$ cat src/design/char_and_bigram_histogram_defines.svh
// ----------------------------------------------------------------------------
// Assertion macros for the character and bigram histogram
// Shared helpers that wrap clocked concurrent assertions with a reset guard.
// ----------------------------------------------------------------------------
`ifndef CHAR_AND_BIGRAM_HISTOGRAM_DEFINES_SVH
`define CHAR_AND_BIGRAM_HISTOGRAM_DEFINES_SVH

// The consequent must hold in the same cycle as the antecedent.
`define CHBH_ASSERT_NOW(label, clk, rst, ante, cons, msg) \
   label: assert property (@(posedge clk) disable iff (rst) (ante) |-> (cons)) \
      else $error(msg);

// The consequent must hold in the cycle after the antecedent.
`define CHBH_ASSERT_NEXT(label, clk, rst, ante, cons, msg) \
   label: assert property (@(posedge clk) disable iff (rst) (ante) |=> (cons)) \
      else $error(msg);

`endif

$ cat src/design/chbh_pkg.sv
// ----------------------------------------------------------------------------
// Character and bigram histogram package
// Shared widths, codes, state machine type, control structs and helpers.
// ----------------------------------------------------------------------------
`default_nettype none

package chbh_pkg;

   localparam int COUNT_WIDTH     = 32;
   localparam int OUT_WIDTH       = 32;
   localparam int BYTE_WIDTH      = 8;
   localparam int BYTE_DEPTH      = 2 ** BYTE_WIDTH;
   localparam int PAIR_ADDR_WIDTH = 2 * BYTE_WIDTH;
   localparam int PAIR_DEPTH      = 2 ** PAIR_ADDR_WIDTH;
   localparam int OP_WIDTH        = 2;

   typedef logic [COUNT_WIDTH-1:0]     count_type;
   typedef logic [OUT_WIDTH-1:0]       out_count_type;
   typedef logic [BYTE_WIDTH-1:0]      byte_type;
   typedef logic [PAIR_ADDR_WIDTH-1:0] pair_addr_type;
   typedef logic [OP_WIDTH-1:0]        op_type;

   localparam op_type OP_COUNT      = 2'd0;
   localparam op_type OP_QUERY_BYTE = 2'd1;
   localparam op_type OP_QUERY_PAIR = 2'd2;
   localparam op_type OP_RESERVED   = 2'd3;

   localparam count_type     COUNT_ONE = count_type'(1);
   localparam count_type     COUNT_MAX = '1;
   localparam out_count_type OUT_MAX   = '1;

   typedef enum logic [2:0] {
      ST_CLEAR,
      ST_IDLE,
      ST_LOOKUP,
      ST_UPDATE,
      ST_RESULT
   } state_type;

   // Commands from the controller to the datapath.
   typedef struct packed {
      logic clear_step;
      logic capture;
      logic lookup;
      logic update;
      logic load_rsp;
   } ctrl_cmd_type;

   // Status from the datapath to the controller.
   typedef struct packed {
      logic clear_last;
      logic in_op_known;
      logic item_is_count;
   } ctrl_status_type;

   function automatic byte_type fold_lower(input byte_type b);
      if (b >= 8'h41 && b <= 8'h5A) begin
         return b + 8'h20;
      end
      return b;
   endfunction

   function automatic count_type sat_bump(input count_type v);
      if (v == COUNT_MAX) begin
         return v;
      end
      return v + COUNT_ONE;
   endfunction

   function automatic out_count_type clip_out(input count_type v);
      logic [63:0] wide;
      wide = 64'(v);
      if (wide > 64'(OUT_MAX)) begin
         return OUT_MAX;
      end
      return wide[OUT_WIDTH-1:0];
   endfunction

endpackage

`default_nettype wire

$ cat src/design/chbh_ctrl.sv
// ----------------------------------------------------------------------------
// Histogram controller
// Sequences the clearing pass, item capture, lookup, write-back and result.
// ----------------------------------------------------------------------------
`default_nettype none

`include "char_and_bigram_histogram_defines.svh"

module chbh_ctrl (
   input  wire logic                      clock,
   input  wire logic                      reset,
   input  wire logic                      req_tvalid,
   output logic                           req_tready,
   output logic                           rsp_tvalid,
   input  wire logic                      rsp_tready,
   input  wire chbh_pkg::ctrl_status_type status,
   output chbh_pkg::ctrl_cmd_type         cmd
);

   chbh_pkg::state_type state_ff;
   chbh_pkg::state_type state_in;
   logic                rsp_valid_ff;
   logic                rsp_valid_in;
   logic                slot_free;
   logic                accept;

   assign slot_free = !rsp_valid_ff || rsp_tready;
   assign accept    = req_tvalid && req_tready;

   // Next state.
   always_comb begin
      state_in = state_ff;
      unique case (state_ff) inside
         chbh_pkg::ST_CLEAR: begin
            if (status.clear_last) begin
               state_in = chbh_pkg::ST_IDLE;
            end
         end
         chbh_pkg::ST_IDLE, chbh_pkg::ST_UPDATE: begin
            state_in = (accept && status.in_op_known) ? chbh_pkg::ST_LOOKUP
                                                      : chbh_pkg::ST_IDLE;
         end
         chbh_pkg::ST_LOOKUP: begin
            state_in = status.item_is_count ? chbh_pkg::ST_UPDATE
                                            : chbh_pkg::ST_RESULT;
         end
         chbh_pkg::ST_RESULT: begin
            if (slot_free) begin
               state_in = (accept && status.in_op_known) ? chbh_pkg::ST_LOOKUP
                                                         : chbh_pkg::ST_IDLE;
            end
         end
         default: state_in = chbh_pkg::ST_CLEAR;
      endcase
   end

   // Outputs.
   always_comb begin
      cmd        = '0;
      req_tready = 1'b0;
      unique case (state_ff)
         chbh_pkg::ST_CLEAR: begin
            cmd.clear_step = 1'b1;
         end
         chbh_pkg::ST_IDLE: begin
            req_tready = 1'b1;
         end
         chbh_pkg::ST_LOOKUP: begin
            cmd.lookup = 1'b1;
         end
         chbh_pkg::ST_UPDATE: begin
            cmd.update = 1'b1;
            req_tready = 1'b1;
         end
         chbh_pkg::ST_RESULT: begin
            cmd.load_rsp = slot_free;
            req_tready   = slot_free;
         end
         default: begin
            cmd        = '0;
            req_tready = 1'b0;
         end
      endcase
      cmd.capture = req_tvalid && req_tready;
   end

   always_comb begin
      if (cmd.load_rsp) begin
         rsp_valid_in = 1'b1;
      end else if (rsp_tready) begin
         rsp_valid_in = 1'b0;
      end else begin
         rsp_valid_in = rsp_valid_ff;
      end
   end

   always_ff @(posedge clock) begin
      if (reset) begin
         state_ff     <= chbh_pkg::ST_CLEAR;
         rsp_valid_ff <= 1'b0;
      end else begin
         state_ff     <= state_in;
         rsp_valid_ff <= rsp_valid_in;
      end
   end

   assign rsp_tvalid = rsp_valid_ff;

   `CHBH_ASSERT_NOW(a_no_accept_in_clear, clock, reset, (state_ff == chbh_pkg::ST_CLEAR), !req_tready, "item accepted during clearing pass")
   `CHBH_ASSERT_NEXT(a_count_writes_back, clock, reset, (state_ff == chbh_pkg::ST_LOOKUP && status.item_is_count), (state_ff == chbh_pkg::ST_UPDATE), "counted byte lookup not followed by write-back")
   `CHBH_ASSERT_NOW(a_result_slot_free, clock, reset, cmd.load_rsp, (!rsp_valid_ff || rsp_tready), "result loaded over an untaken result")

endmodule

`default_nettype wire

$ cat config.mk
export PLATFORM = sky130hd
export DESIGN_NAME = chbh_ctrl
export DESIGN_NICKNAME = d
export VERILOG_FILES = /design/src/design/chbh_pkg.sv /design/src/design/chbh_ctrl.sv
export VERILOG_INCLUDE_DIRS = /design/src /design/src/design
export SDC_FILE = /design/constraint.sdc
export NUM_CORES = 1
export LEC_CHECK = 0
export BUFFER_PORTS_ARGS = -buffer_cell sky130_fd_sc_hd__buf_2
export CAP_MARGIN = 5
export CORE_AREA = 2 2 39 41
export DETAILED_ROUTE_END_ITERATION = 10
export DIE_AREA = 0 0 41 43
export PLACE_DENSITY = 0.44
export SYNTH_ARGS = -nofsm -noshare
export SYNTH_HDL_FRONTEND = slang
export SYNTH_SLANG_ARGS = --single-unit
$ cat constraint.sdc
create_clock -name clock -period 1.7 [get_ports clock]
set_clock_uncertainty 0.2 [all_clocks]
set_input_delay 0.17 -clock clock [delete_from_list [all_inputs] [get_ports clock]]
set_output_delay 0.17 -clock clock [all_outputs]
set_load 0.02 [all_outputs]
==> results.cfg, run 1 <==
[yosys]
synth_area_leaders = dfxtp_1 26%, buf_6 7.4%, a2111oi_2 4.9%
synth_nets = 45
syn_area_per_cell_sq_um = 8.03
yosysSeqAreaShare = 0.262
syn_inst = 38
synth.distinct_cells = 24
async_flop_share = 0
yosys_warnings = 0
ys_seq_elements = 4
synth_top_area_frac = 0.262
yosys.area.top_type = dfxtp_1
syn-cell-area_sq_um = 305
synth-edff-count = 0
synth_ff_type = dfxtp_1

[pwr]
peakVddDrop_mv = 0.244
cellPowerDensity_nw_per_um2 = 698
leakage_uw = 0.000177

[clock_network]
post_cts_buffers = 0
clock_latency_ps = 230
cts_tree = yes
htreeDepth = 1
cts-buffers-inserted = 3
path_clk_slew_ps = 30
numClockSinks = 4
clock-root-buffer = clkbuf_4
clock_path_buffers = 2

[place]
gp_congestion = 0.703
io_buffers = 13
dp_hpwl_um = 546

[sta]
tns_ps = 0
fin_crit_ps = 1550
slew_viol_final = 0
rsz0062_at_grt = no
worst_slew_pin_slew_ps = 349
hold_violations = 0
period_share = 0.912
timing.hold.ws_ps = 39.0
timing.fmax_mhz = 645
slew_headroom = 0.765
setup_viol = 0

[floorplan]
num_rows = 14
die_y_um = 43
die_area_sq_um = 1760
start_util = 0.221
fp.dieW_um = 41
io_pins = 14
core_area_sq_um = 1380

[global_routing]
grt_max_degree = 9
grt_util_all_layers = 0.0933
grt_pass1_vias = 263
grt_overflow = 0
antenna_found_initial = 0
grt_pass1_wl_um = 1030

[setup_path]
startpoint = state_ff[0]
cp.required_ps = 1330
startpoint_type = register
r2r_start = state_ff[2]
r2r_setup_slack_ps = 210
crit_path_end_kind = output port
path_class = reg2out
arrival_ps = 1180
worstPathMaxFanout = 3

[cells_and_area]
layout.nets = 62
n_antenna_cell = 0
drive_gt1_frac = 0.528
fillers = 167
syn_to_final_growth_pct = 34.8

[detailed_routing]
first_iter_violations = 1
dr.pass1.iters = 2
drtAntennaViolNets = 0
wirelength_um = 640
vias_per_cell = 4.45
wire_per_inst_um = 9.28
dr_total_vias = 307
drc = 0

[status]
status = completed

[run]
cap_violations = 0

[worst_hold_path]
hold_path.class = in2reg
hp-start = status[1]
-- layout by cell type, fill, tap and decap left out --
cell / netlist / final
and3_2: 1 / 1
nand2_2: 0 / 1
nand2b_4: 1 / 1
o22a_1: 1 / 1
a21oi_1: 2 / 2
nand2b_1: 2 / 2
dlygate4sd3_1: 0 / 1
buf_4: 2 / 3
and2b_4: 1 / 1
nand3b_1: 1 / 1
inv_1: 2 / 2
nor2_1: 4 / 4
a31oi_1: 1 / 1
a32o_2: 1 / 1
and2_1: 1 / 1
a21boi_0: 1 / 1
clkbuf_4: 0 / 3
buf_2: 0 / 12
a2111oi_2: 1 / 1
nand3_1: 1 / 1
nor4_1: 1 / 1
dfxtp_2: 0 / 2
nor3_1: 2 / 2
nor2_2: 1 / 1
dfxtp_1: 4 / 2
o21ai_0: 1 / 1
o21ai_2: 0 / 1
nand2_1: 3 / 2
-- worst paths after layout --
kind | end | depth (start not counted)
worst min-delay path | state_ff[1] | 3
worst min register to register | rsp_tvalid | 2
worst max-delay path | cmd[3] | 5
worst max register to register | state_ff[0] | 4
-- area by class of cell --
cell class / instances / area (sq um) / area share
flip-flops and latches: 4 / 82.6 / 0.201
inverters: 2 / 7.51 / 0.0182
well taps: 16 / 20.0 / 0.0486
multi-input cells: 28 / 186 / 0.453
clock buffers: 3 / 22.5 / 0.0547
repair buffers: 16 / 92.6 / 0.225
-- metrics by stage --
stage               setup slack (ps)  area, sq um  power (uW)   util  cells
finish                           150          412         287  0.297     69
global route                    13.0          412         317  0.297     69
CTS                             46.9          400         291  0.289     69
detailed placement               201          368         173  0.266     65
global placement                 241          368         174  0.266     65
floorplan                       68.0          305         155      -     38
-- worst max-delay path: stages (launching register included) --
cell and delay, ps:
dfxtp_2 330, nor2_2 150, nand2_2 90, o21ai_2 120, and2_1 130, buf_4 130
-- sequential cells by signal, indices dropped and copies added (netlist names) --
register / cells
state_ff: 3
rsp_tvalid: 1
-- timing repair --
| item | CTS | global route |
|---|---|---|
| endpoints found under the hold margin | 4 | 0 |
| hold buffers | 1 | 0 |
| gates resized for setup | 0 | 5 |
| endpoints found under the setup margin | 0 | 1 |
-- per-layer routing --
metal / up-vias / global-route usage / share of wire
li1: 163 / - / -
met1: 134 / 0.0962 / 0.36
met2: 8 / 0.131 / 0.55
met3: 2 / 0.0314 / 0.078
met4: 0 / 0.100 / 0.017
met5: - / 0 / 0
-- kinds of logic after synthesis --
kind of cell / count (synthesis) / share of synthesized area
buffers and inverters: 6 / 0.148
flip-flops: 4 / 0.262
AND/OR/NAND/NOR: 19 / 0.365
AO/OA/AOI/OAI: 9 / 0.225
-- power by group --
group,internal [uW],switching [uW]
Combinational,33.5,38.8
Clock,78.5,31.9
Sequential,99.0,5.48
Total,211,76.2
-- cell usage after synthesis (2+ instances only) --
| library cell | n |
|---|---|
| buf_4 | 2 |
| inv_1 | 2 |
| nand2_1 | 3 |
| nand2b_1 | 2 |
| nor2_1 | 4 |
| buf_6 | 2 |
| dfxtp_1 | 4 |
| a21oi_1 | 2 |
| nor3_1 | 2 |
Note: power is estimated with default switching activity, not from simulation.
==> run 2: changes to the inputs <==
Settings changed: PLACE_DENSITY 0.44 to 0.54.
==> run 2 against run 1 <==
Net effect: combinational power increased by 2%; register-to-register slack hardly changed; clock power grew 4%; largest cell class unchanged; wire length increased by 3.0%; sequential power about the same; worst hold slack worse by 0.84 ps.
==> results.cfg, run 2 (synthesis gave the netlist of run 1 again) <==
[clock_network]
cts-buffers-inserted = 3
cts_tree = yes
clock-root-buffer = clkbuf_4
clock_latency_ps = 230
htreeDepth = 1
clock_path_buffers = 2
numClockSinks = 4
path_clk_slew_ps = 40

[sta]
setup_viol = 0
fin_crit_ps = 1610
timing.fmax_mhz = 619
period_share = 0.950
worst_slew_pin_slew_ps = 327
slew_headroom = 0.780
hold_violations = 0
tns_ps = 0
slew_viol_final = 0
timing.hold.ws_ps = 38.1

[global_routing]
grt_pass1_wl_um = 903
grt_util_all_layers = 0.0842
grt_pass1_vias = 255
grt_max_degree = 8
grt_overflow = 0
antenna_found_initial = 0

[detailed_routing]
vias_per_cell = 4.44
first_iter_violations = 2
dr.pass1.iters = 2
wirelength_um = 659
wire_per_inst_um = 9.41
dr_total_vias = 311
drtAntennaViolNets = 0
drc = 0

[place]
dp_hpwl_um = 543
io_buffers = 13
placed_area_sq_um = 368
gp_congestion = 0.688

[cells_and_area]
n_antenna_cell = 0
regMostFlops = state_ff
syn_to_final_growth_pct = 35.7
largest_reg_flops = 3
final_common_cell = buf_2
drive_gt1_frac = 0.519
fillers = 162
mostFrequentLayoutCells = 13 x buf_2, 4 x nor2_1, 3 x nand2_1, 3 x clkbuf_4, 3 x buf_4
final_area_sq_um = 414
layout.nets = 63
utilization = 0.299

[floorplan]
die_area_sq_um = 1760
core_area_sq_um = 1380
start_util = 0.221
io_pins = 14
num_rows = 14
die_y_um = 43
fp.dieW_um = 41

[setup_path]
crit_path_end_kind = output port
worstPathMaxFanout = 4
r2r_start = state_ff[0]
arrival_ps = 1240
cp.required_ps = 1330
path_class = reg2out
startpoint_type = register
startpoint = state_ff[0]

[worst_hold_path]
hold_path.class = in2reg
hp-start = status[1]

[run]
cap_violations = 0

[status]
status = completed

[pwr]
cellPowerDensity_nw_per_um2 = 708
peakVddDrop_mv = 0.237
p_total_uw = 293
leakage_uw = 0.000181
## run 2: cell count changes in the layout (fill, tap and decap cells not counted)
cell	change
nand2_1	+1
buf_2	+1
nand2_2	-1
## run 2: worst max-delay path: stages (launching register included)
cell and delay [ps]:
dfxtp_2 340, nor2_2 140, nand2_1 120, o21ai_2 140, and2_1 130, buf_2 150
## run 2: stage by stage
stage          std cells  setup slack (ps)
2_1_floorplan         38              68.0
5_1_grt               70            -0.704
3_3_place_gp          65               229
6_report              70              85.8
4_1_cts               69              34.9
3_5_place_dp          65               203
## run 2: repair_timing
item | 4_1_cts | 5_1_grt
setup endpoints to repair | 0 | 1
hold buffers | 1 | 0
resized for setup | 0 | 3
endpoints found under the hold margin | 4 | 0
setup buffers | 0 | 1
## run 2: worst paths after layout
path / to / slack, ps / depth (start not counted)
max: cmd[3] / 90 / 5
min reg2reg: rsp_tvalid / 340 / 2
max reg2reg: state_ff[0] / 200 / 4
min: state_ff[1] / 40 / 3
## run 2: per-layer routing
| layer | share of wire | GRT usage | routed length, um | vias up |
|---|---|---|---|---|
| li1 | - | - | - | 165 |
| met1 | 0.40 | 0.0671 | 264 | 138 |
| met2 | 0.51 | 0.128 | 339 | 6 |
| met3 | 0.061 | 0.0209 | 40 | 2 |
| met4 | 0.023 | 0.120 | 15 | 0 |
| met5 | 0 | 0 | 0 | - |
## run 2: layout make-up
type	instances	area, sq um	area share
well taps	16	20.0	0.0483
multi-input cells	28	184	0.444
clock buffers	3	22.5	0.0544
repair buffers	17	97.6	0.236
flip-flops and latches	4	82.6	0.199
inverters	2	7.51	0.0181
## run 2: report_power, final
group	switching, uW	internal [uW]
Clock	35.5	78.7
Sequential	5.93	98.9
Combinational	38.2	35.9
